File: src/rtl/core/sle_pkg.sv
package sle_pkg;

  // Default line store depth
  localparam int BUFFER_SIZE_DEF = 64;

  // Width of the line_length result field
  localparam int LEN_W = 6;

  // Width of the configuration register index
  localparam int CFG_IDX_W = 2;

  // Character codes
  localparam logic [7:0] CH_NUL  = 8'h00;
  localparam logic [7:0] CH_SOH  = 8'h01;
  localparam logic [7:0] CH_ENQ  = 8'h05;
  localparam logic [7:0] CH_ACK  = 8'h06;
  localparam logic [7:0] CH_BEL  = 8'h07;
  localparam logic [7:0] CH_BS   = 8'h08;
  localparam logic [7:0] CH_LF   = 8'h0A;
  localparam logic [7:0] CH_CR   = 8'h0D;
  localparam logic [7:0] CH_SO   = 8'h0E;
  localparam logic [7:0] CH_XON  = 8'h11;
  localparam logic [7:0] CH_XOFF = 8'h13;
  localparam logic [7:0] CH_NAK  = 8'h15;
  localparam logic [7:0] CH_US   = 8'h1F;
  localparam logic [7:0] CH_DEL  = 8'h7F;

  // Event codes reported with the status item
  typedef enum logic [2:0] {
    EV_NONE,
    EV_ENQ,
    EV_BEL,
    EV_ACK,
    EV_NAK,
    EV_XON,
    EV_XOFF
  } event_t;

  // Configuration register indexes
  typedef enum logic [CFG_IDX_W-1:0] {
    REG_RAW,
    REG_ECHO,
    REG_ERASE,
    REG_STRIP
  } cfg_reg_t;

  // Controller states
  typedef enum logic [1:0] {
    ST_IDLE,
    ST_CRCHK,
    ST_STREAM
  } state_t;

  // Classification of one received byte
  typedef struct packed {
    logic   is_bs;     // edit backspace
    logic   is_lf;     // line terminator
    logic   is_store;  // byte goes into the line store
    event_t ev;
  } dec_t;

endpackage

File: src/rtl/core/sle_ram.sv
module sle_ram #(
  parameter int WIDTH = 8,
  parameter int DEPTH = 64,
  parameter int AW    = (DEPTH > 1) ? $clog2(DEPTH) : 1
) (
  input  logic             clk,
  input  logic             we,
  input  logic [AW-1:0]    waddr,
  input  logic [WIDTH-1:0] wdata,
  input  logic [AW-1:0]    raddr,
  output logic [WIDTH-1:0] rdata
);

  logic [WIDTH-1:0] mem [DEPTH];

  // One write port, one registered read port
  always_ff @(posedge clk) begin
    if (we) begin
      mem[waddr] <= wdata;
    end
    rdata <= mem[raddr];
  end

endmodule

File: src/rtl/core/sle_decode.sv
module sle_decode (
  input  logic          raw_mode,
  input  logic [7:0]    rx_byte,
  output sle_pkg::dec_t dec
);

  import sle_pkg::*;

  logic ctrl;

  // Control bytes that are dropped outside raw mode
  assign ctrl = rx_byte inside {[CH_SOH:CH_BEL], [CH_SO:CH_US], CH_DEL};

  always_comb begin
    case (rx_byte)
      CH_ENQ:  dec.ev = EV_ENQ;
      CH_BEL:  dec.ev = EV_BEL;
      CH_ACK:  dec.ev = EV_ACK;
      CH_NAK:  dec.ev = EV_NAK;
      CH_XON:  dec.ev = EV_XON;
      CH_XOFF: dec.ev = EV_XOFF;
      default: dec.ev = EV_NONE;
    endcase
    dec.is_bs    = (rx_byte == CH_BS) && !raw_mode;
    dec.is_lf    = (rx_byte == CH_LF);
    dec.is_store = (rx_byte != CH_NUL) && !dec.is_bs && !dec.is_lf && (raw_mode || !ctrl);
  end

endmodule

File: src/rtl/core/serial_line_editor.sv
// Serial line editor. Each received byte item gives one status item (echo, erase
// request, event code, line completion, overflow); a newline is followed by one
// line-byte item per character of the completed line. A byte is taken into an
// input register, so one new item can be accepted while a result waits. A
// non-newline byte's status item is loaded from the input register. A newline's
// status item follows a line store write and a registered read for the CR check;
// then the line streams from the line store at one byte per cycle while out_ready
// is high. The line store needs no clearing pass after reset.
module serial_line_editor #(
  parameter int BUFFER_SIZE = sle_pkg::BUFFER_SIZE_DEF
) (
  input  logic                         clk,
  input  logic                         rst,
  // configuration
  input  logic                         cfg_wr_en,
  input  logic [sle_pkg::CFG_IDX_W-1:0] cfg_addr,
  input  logic                         cfg_wdata,
  // input channel
  input  logic                         in_valid,
  output logic                         in_ready,
  input  logic [7:0]                   rx_byte,
  // output channel
  output logic                         out_valid,
  input  logic                         out_ready,
  output logic                         item_kind,
  output logic                         echo_valid,
  output logic [7:0]                   echo_char,
  output logic                         erase_request,
  output logic [2:0]                   event_code,
  output logic                         line_done,
  output logic [sle_pkg::LEN_W-1:0]    line_length,
  output logic                         overflow,
  output logic [7:0]                   line_char,
  output logic                         last_of_run
);

  import sle_pkg::*;

  localparam int AW = $clog2(BUFFER_SIZE);
  localparam logic [AW-1:0] FILL_MAX = AW'(BUFFER_SIZE - 2);

  // Configuration
  logic raw_mode, echo_enable, erase_on_backspace, strip_line_ending;

  // Control state
  state_t        state, state_next;
  logic          in_full, in_full_next;
  logic [7:0]    in_byte;
  logic [AW-1:0] fill_count, fill_count_next;
  logic [AW-1:0] line_len, line_len_next;
  logic [AW-1:0] idx, idx_next;
  logic          out_valid_next;

  // Output register next values
  logic                item_kind_next, echo_valid_next, erase_request_next;
  logic [7:0]          echo_char_next, line_char_next;
  logic [2:0]          event_code_next;
  logic                line_done_next, overflow_next, last_of_run_next, load_out;
  logic [LEN_W-1:0]    line_length_next;

  // Line store port
  logic          ram_we;
  logic [AW-1:0] ram_waddr, ram_raddr;
  logic [7:0]    ram_wdata, ram_rdata;

  dec_t          dec;
  logic          out_free;
  logic [AW-1:0] len_calc;

  sle_decode u_decode (
    .raw_mode (raw_mode),
    .rx_byte  (in_byte),
    .dec      (dec)
  );

  sle_ram #(
    .WIDTH (8),
    .DEPTH (BUFFER_SIZE),
    .AW    (AW)
  ) u_store (
    .clk   (clk),
    .we    (ram_we),
    .waddr (ram_waddr),
    .wdata (ram_wdata),
    .raddr (ram_raddr),
    .rdata (ram_rdata)
  );

  assign in_ready = !in_full;
  assign out_free = !out_valid || out_ready;

  // Completed line length from the registered CR check read
  always_comb begin
    if (strip_line_ending) begin
      if ((fill_count != '0) && (ram_rdata == CH_CR)) begin
        len_calc = fill_count - 1'b1;
      end else begin
        len_calc = fill_count;
      end
    end else begin
      len_calc = fill_count + 1'b1;
    end
  end

  // Next state, store access and result items
  always_comb begin
    state_next         = state;
    in_full_next       = in_full;
    fill_count_next    = fill_count;
    line_len_next      = line_len;
    idx_next           = idx;
    out_valid_next     = out_valid && !out_ready;
    load_out           = 1'b0;
    item_kind_next     = 1'b0;
    echo_valid_next    = 1'b0;
    echo_char_next     = '0;
    erase_request_next = 1'b0;
    event_code_next    = EV_NONE;
    line_done_next     = 1'b0;
    line_length_next   = '0;
    overflow_next      = 1'b0;
    line_char_next     = '0;
    last_of_run_next   = 1'b0;
    ram_we             = 1'b0;
    ram_waddr          = fill_count;
    ram_wdata          = in_byte;
    ram_raddr          = (fill_count == '0) ? '0 : fill_count - 1'b1;

    if (in_valid && in_ready) begin
      in_full_next = 1'b1;
    end

    case (state)
      ST_IDLE: begin
        if (in_full && out_free) begin
          in_full_next = 1'b0;
          if (dec.is_lf) begin
            // store LF, read back the previous byte for the CR check
            ram_we     = 1'b1;
            ram_wdata  = CH_LF;
            state_next = ST_CRCHK;
          end else begin
            load_out           = 1'b1;
            echo_valid_next    = echo_enable && (dec.is_bs || dec.is_store);
            echo_char_next     = echo_valid_next ? in_byte : '0;
            erase_request_next = dec.is_bs && echo_enable && erase_on_backspace;
            event_code_next    = dec.ev;
            last_of_run_next   = 1'b1;
            if (dec.is_bs) begin
              fill_count_next = (fill_count == '0) ? '0 : fill_count - 1'b1;
            end else if (dec.is_store) begin
              ram_we = 1'b1;
              if (fill_count == FILL_MAX) begin
                fill_count_next = '0;
                overflow_next   = 1'b1;
              end else begin
                fill_count_next = fill_count + 1'b1;
              end
            end
          end
        end
      end
      ST_CRCHK: begin
        // status item of the completed line; start reading the line
        load_out         = 1'b1;
        echo_valid_next  = echo_enable;
        echo_char_next   = echo_enable ? CH_LF : '0;
        event_code_next  = dec.ev;
        line_done_next   = 1'b1;
        line_length_next = LEN_W'(len_calc);
        last_of_run_next = (len_calc == '0);
        line_len_next    = len_calc;
        fill_count_next  = '0;
        idx_next         = '0;
        ram_raddr        = '0;
        state_next       = (len_calc == '0) ? ST_IDLE : ST_STREAM;
      end
      ST_STREAM: begin
        // read data always holds store[idx]
        ram_raddr = idx;
        if (out_free) begin
          load_out         = 1'b1;
          item_kind_next   = 1'b1;
          line_char_next   = ram_rdata;
          last_of_run_next = (idx == line_len - 1'b1);
          idx_next         = idx + 1'b1;
          ram_raddr        = idx + 1'b1;
          if (last_of_run_next) begin
            state_next = ST_IDLE;
          end
        end
      end
      default: begin
        state_next = ST_IDLE;
      end
    endcase

    if (load_out) begin
      out_valid_next = 1'b1;
    end
  end

  // State register
  always_ff @(posedge clk) begin
    if (rst) begin
      state <= ST_IDLE;
    end else begin
      state <= state_next;
    end
  end

  // Control registers
  always_ff @(posedge clk) begin
    if (rst) begin
      in_full    <= 1'b0;
      out_valid  <= 1'b0;
      fill_count <= '0;
      line_len   <= '0;
      idx        <= '0;
    end else begin
      in_full    <= in_full_next;
      out_valid  <= out_valid_next;
      fill_count <= fill_count_next;
      line_len   <= line_len_next;
      idx        <= idx_next;
    end
  end

  // Input item register
  always_ff @(posedge clk) begin
    if (in_valid && in_ready) begin
      in_byte <= rx_byte;
    end
  end

  // Result item register
  always_ff @(posedge clk) begin
    if (load_out) begin
      item_kind     <= item_kind_next;
      echo_valid    <= echo_valid_next;
      echo_char     <= echo_char_next;
      erase_request <= erase_request_next;
      event_code    <= event_code_next;
      line_done     <= line_done_next;
      line_length   <= line_length_next;
      overflow      <= overflow_next;
      line_char     <= line_char_next;
      last_of_run   <= last_of_run_next;
    end
  end

  // Configuration registers
  always_ff @(posedge clk) begin
    if (rst) begin
      raw_mode           <= 1'b0;
      echo_enable        <= 1'b1;
      erase_on_backspace <= 1'b0;
      strip_line_ending  <= 1'b1;
    end else if (cfg_wr_en) begin
      case (cfg_addr)
        REG_RAW:   raw_mode           <= cfg_wdata;
        REG_ECHO:  echo_enable        <= cfg_wdata;
        REG_ERASE: erase_on_backspace <= cfg_wdata;
        REG_STRIP: strip_line_ending  <= cfg_wdata;
        default:   ;
      endcase
    end
  end

`ifndef SYNTHESIS
  // fill count never goes beyond the overflow point
  assert property (@(posedge clk) disable iff (rst) fill_count <= FILL_MAX)
    else $error("fill count beyond overflow point");

  // streaming only runs for a non-empty line
  assert property (@(posedge clk) disable iff (rst)
    (state == ST_STREAM) |-> (line_len != '0))
    else $error("streaming an empty line");

  // an accepted item occupies the input register until processed
  assert property (@(posedge clk) disable iff (rst)
    (in_valid && in_ready) |=> !in_ready)
    else $error("input register overwritten");

  // a new result is loaded only into a free output register
  assert property (@(posedge clk) disable iff (rst)
    (out_valid && !out_ready) |=> (out_valid && $stable(line_char) && $stable(item_kind)))
    else $error("stalled result changed");
`endif

endmodule
File: config.mk
export PLATFORM = sky130hd
export DESIGN_NAME = serial_line_editor
export DESIGN_NICKNAME = d
export VERILOG_FILES = /design/src/rtl/core/sle_pkg.sv /design/src/rtl/core/sle_ram.sv /design/src/rtl/core/sle_decode.sv /design/src/rtl/core/serial_line_editor.sv
export SDC_FILE = /design/constraint.sdc
export NUM_CORES = 1
export LEC_CHECK = 0
export BUFFER_PORTS_ARGS = -buffer_cell sky130_fd_sc_hd__buf_4
export CAP_MARGIN = 0
export CELL_PAD_IN_SITES_DETAIL_PLACEMENT = 0
export CELL_PAD_IN_SITES_GLOBAL_PLACEMENT = 2
export CORE_AREA = 2 2 227 229
export DETAILED_ROUTE_END_ITERATION = 10
export DIE_AREA = 0 0 229 231
export PLACE_DENSITY = 0.79
export SYNTH_ARGS = -nofsm -noshare
export SYNTH_HDL_FRONTEND = slang
export SYNTH_SLANG_ARGS = --single-unit
File: constraint.sdc
create_clock -name clk -period 4.7 [get_ports clk]
set_input_delay 0.47 -clock clk [delete_from_list [all_inputs] [get_ports clk]]
set_output_delay 0.47 -clock clk [all_outputs]
set_load 0.01 [all_outputs]
==> key figures <==
Outcome
  • Outcome: complete, no violations

Clock network
  • Postcts setup bufs: 0
  • TritonCTS clock tree: yes
  • Clock sink count: 585
  • CTS buffer count: 60
  • H-tree depth: 2
  • CTS root buffer: clkbuf_16
  • Worst-path clk slew: 0.06 ns
  • Worst skew pair latency: 0.63 ns
  • Worst-case clock buffer depth: 3

Timing
  • Fin crit share: 84.5%
  • Unrepaired setup endpoints after global routing: no
  • Final max-slew violation count: 0
  • Peak Freq: 0.252 GHz
  • Final setup violation count: 0
  • Final Skew: 0.0220 ns
  • Slew HR: 33.6%
  • Shortest period the worst path allows: 3.97 ns
  • Slew @ Worst Pin: 0.993 ns
  • Setup TNS: 0 ns
  • Fin. Hold Viols: 0
  • Final hold slack: 0.0821 ns

Pwr
  • Total Power: 13.5 mW
  • Pwr dens: 497 mW/mm2
  • Max VDD drop: 282 uV
  • Pleak: 9.34 nW

Setup path
  • Worst EP arrival: 4.53 ns
  • R2R depth: 9
  • Worst r2r src: fill_count[0]
  • CP Max Fanout: 9
  • Critical Path End Type: flip-flop
  • WP data required: 5.25 ns
  • Critical R2R Capture: u_store.rdata[3]
  • Startpoint Class: flip-flop
  • Worst R2R Setup Slack: roughly 0.73 ns
  • Crit Path Category: reg -> reg

Floorplan
  • FP Rows: 83
  • Die W: 229 um
  • Initial core utilization: 47.4%
  • Core area: approximately 0.051 mm2
  • Die height: approximately 230 um
  • Die Area: 0.0529 mm2
  • I/O pin count: 49

Synth
  • Number of synthesized flops with an enable pin: 551
  • Top cells by count, synth: 551 x edfxtp_1, 384 x nand2_1, 119 x nor2_1
  • Yosys top cell by area: edfxtp_1
  • Mapped cell area: approximately 0.024 mm2
  • Yosys reg bits: 585
  • Unique masters post-synth: 71
  • Largest cells by area after synthesis: edfxtp_1 69%, nand2_1 6.0%, mux2i_1 3.6%
  • Main combinational cell family by area after synthesis: simple AND/OR/NAND/NOR gates
  • Compound-gate portion of the synthesized area: 5.58%
  • Sequential fraction of the synthesis area: 71.7%
  • Synthesis Warnings: 0
  • Post-synthesis mux area share: around 3.7%
  • Post-synthesis simple-gate area fraction: 14.8%
  • Syn nets: approximately 1.8k
  • Share of the synthesized area in the top cell type: 68.9%
  • Post-Synth Adder-Cell Area: 0.521%
  • XOR/XNOR share of the synthesized area: 0.765%
  • Syn Area/Cell: 13.5 um2
  • Most common cell in the netlist: edfxtp_1
  • Synth async-reset ratio: 0%
  • Post-synth top flop: edfxtp_1
  • Cells after synthesis: 1783

Cells and area
  • # diodes: 0
  • Area grow syn2layout: 13.3%
  • Share of layout cells above drive strength 1: between 10% and 20%
  • Post-route cell area: 0.0272 mm2
  • # nets final: 1878

Routing
  • Drt total wl: 62400 um
  • Drt first-iter violations: 1623
  • Antenna-violating nets left: 0
  • Vias after detailed routing: roughly 15k
  • DR vias/cell: a little under 6
  • Drt drc: 0
  • Post-DR wirelength/cell: 24.2 um
  • Detailed Routing Iterations Pass 1: 5

GRT
  • Number of global-route vias before repair: around 14k
  • First-pass GRT wire length: 93500 um
  • Initial antenna violation count: 0
  • Gr usage total: 23.8%
  • Largest net degree at the start of global routing: 70
  • Grt ovf: 0

Placement
  • DP Area: 0.0252 mm2
  • GPL Wtd Cong: 0.819
  • Final HPWL DP: 37900 um
  • Port buffer count: 48

Hold path
  • Hold Path Cell Cnt: 2
  • HP Class: in -> reg
  • Hold Crit Start: cfg_wdata
  • Hold Path End: strip_line_ending

Job
  • MaxCap Viol Count: 0
## state kept, by name, indices dropped and copies added (netlist names), 2 cells and up
name           cells
idx                6
u_store.mem      512
u_store.rdata      8
echo_char          8
state              2
line_len           6
line_char          8
in_byte            8
line_length        6
event_code         3
fill_count         6
## layout make-up
cell class	instances	area [um2]
fill	4233	23400
multi-input combinational	1069	6130
tap	680	851
sequential	585	17200
inverter	21	78.8
clock buffer	82	1630
clock inverter	29	294
timing repair buffer	115	1020
## timing repair
| item | in CTS | in global routing |
|---|---|---|
| gates resized for setup | 0 | 0 |
| hold buffers | 8 | 0 |
| endpoints found under the hold margin | 8 | 0 |
| endpoints found under the setup margin | 0 | 0 |
## stage by stage
stage / util [%] / instances / worst slack [ns]
6_report: 53.7 / 2581 / 0.727
5_1_grt: 53.7 / 2581 / 0.635
4_1_cts: 53.7 / 2581 / 0.810
3_5_place_dp: 49.8 / 2462 / 0.859
3_3_place_gp: 49.8 / 2462 / 0.869
2_1_floorplan: - / 1783 / 1.78
## worst max-delay path, stage by stage (launching register included)
cell and delay, ns:
dfxtp_1 0.46, inv_1 0.27, ha_1 0.33, nor3b_1 0.61, xnor2_1 0.13, o221a_2 0.31, or2_1 0.25, nor2_1 0.75
nand4_1 0.54, nand4_1 0.24
## layout by cell type, fill, tap and decap left out, types with 6 or more instances in the layout
master         netlist  layout
edfxtp_1           551     551
nand2_1            384     384
nor2_1             119     118
nand3_1            114     114
buf_4               22      96
mux2i_1             87      87
a32oi_1             73      73
clkbuf_16            0      61
nand4_1             59      59
dfxtp_1             34      34
a21oi_1             22      22
inv_1               21      21
and3_1              21      21
clkbuf_1            34      19
nor3_1              13      13
a31oi_1             13      13
o21ai_0             12      12
xnor2_1             12      12
buf_12               0      11
ha_1                10      10
clkinv_2             0      10
clkinv_1             0      10
xor2_1               9       9
a221oi_1             9       9
and4_1               9       9
dlygate4sd3_1        0       8
and2_1               7       7
nor2b_1              7       7
or3_1                6       6
bufinv_16            0       6
## how the worst max path moves through the flow
stage	startpoint	endpoint	slack, ns
finish	fill_count[0]	u_store.rdata[3]	0.73
floorplan	in_byte[4]	echo_char[0]	1.78
global placement	fill_count[0]	u_store.rdata[3]	0.87
CTS	fill_count[0]	u_store.rdata[3]	0.81
global route	fill_count[0]	u_store.rdata[3]	0.63
detailed placement	fill_count[0]	u_store.rdata[3]	0.86
## where the power goes
| part | internal, mW | switching (mW) | total [mW] |
|---|---|---|---|
| logic | 0.933 | 2.04 | 2.97 |
| registers | 5.80 | 0.0866 | 5.89 |
| clock network | 2.74 | 1.95 | 4.68 |
| total | 9.47 | 4.07 | 13.5 |
## cells by family (layout without fill, tap and decap cells)
logic type,after synthesis,in the layout
AOI/OAI and AO/OA,170,170
xor gates and xnor gates,21,21
adders and majority gates,10,10
buffers and inverters,129,247
DFF,585,585
muxes,89,89
and+or+nand+nor,779,779
## metal layers
layer	vias up	track usage [%]	part of all wire (%)
li1	6831	-	-
met1	7489	35.0	46
met2	466	37.7	47
met3	97	3.17	5.6
met4	0	5.91	2.2
met5	-	0	0
Note: power is estimated with default switching activity, not from simulation.
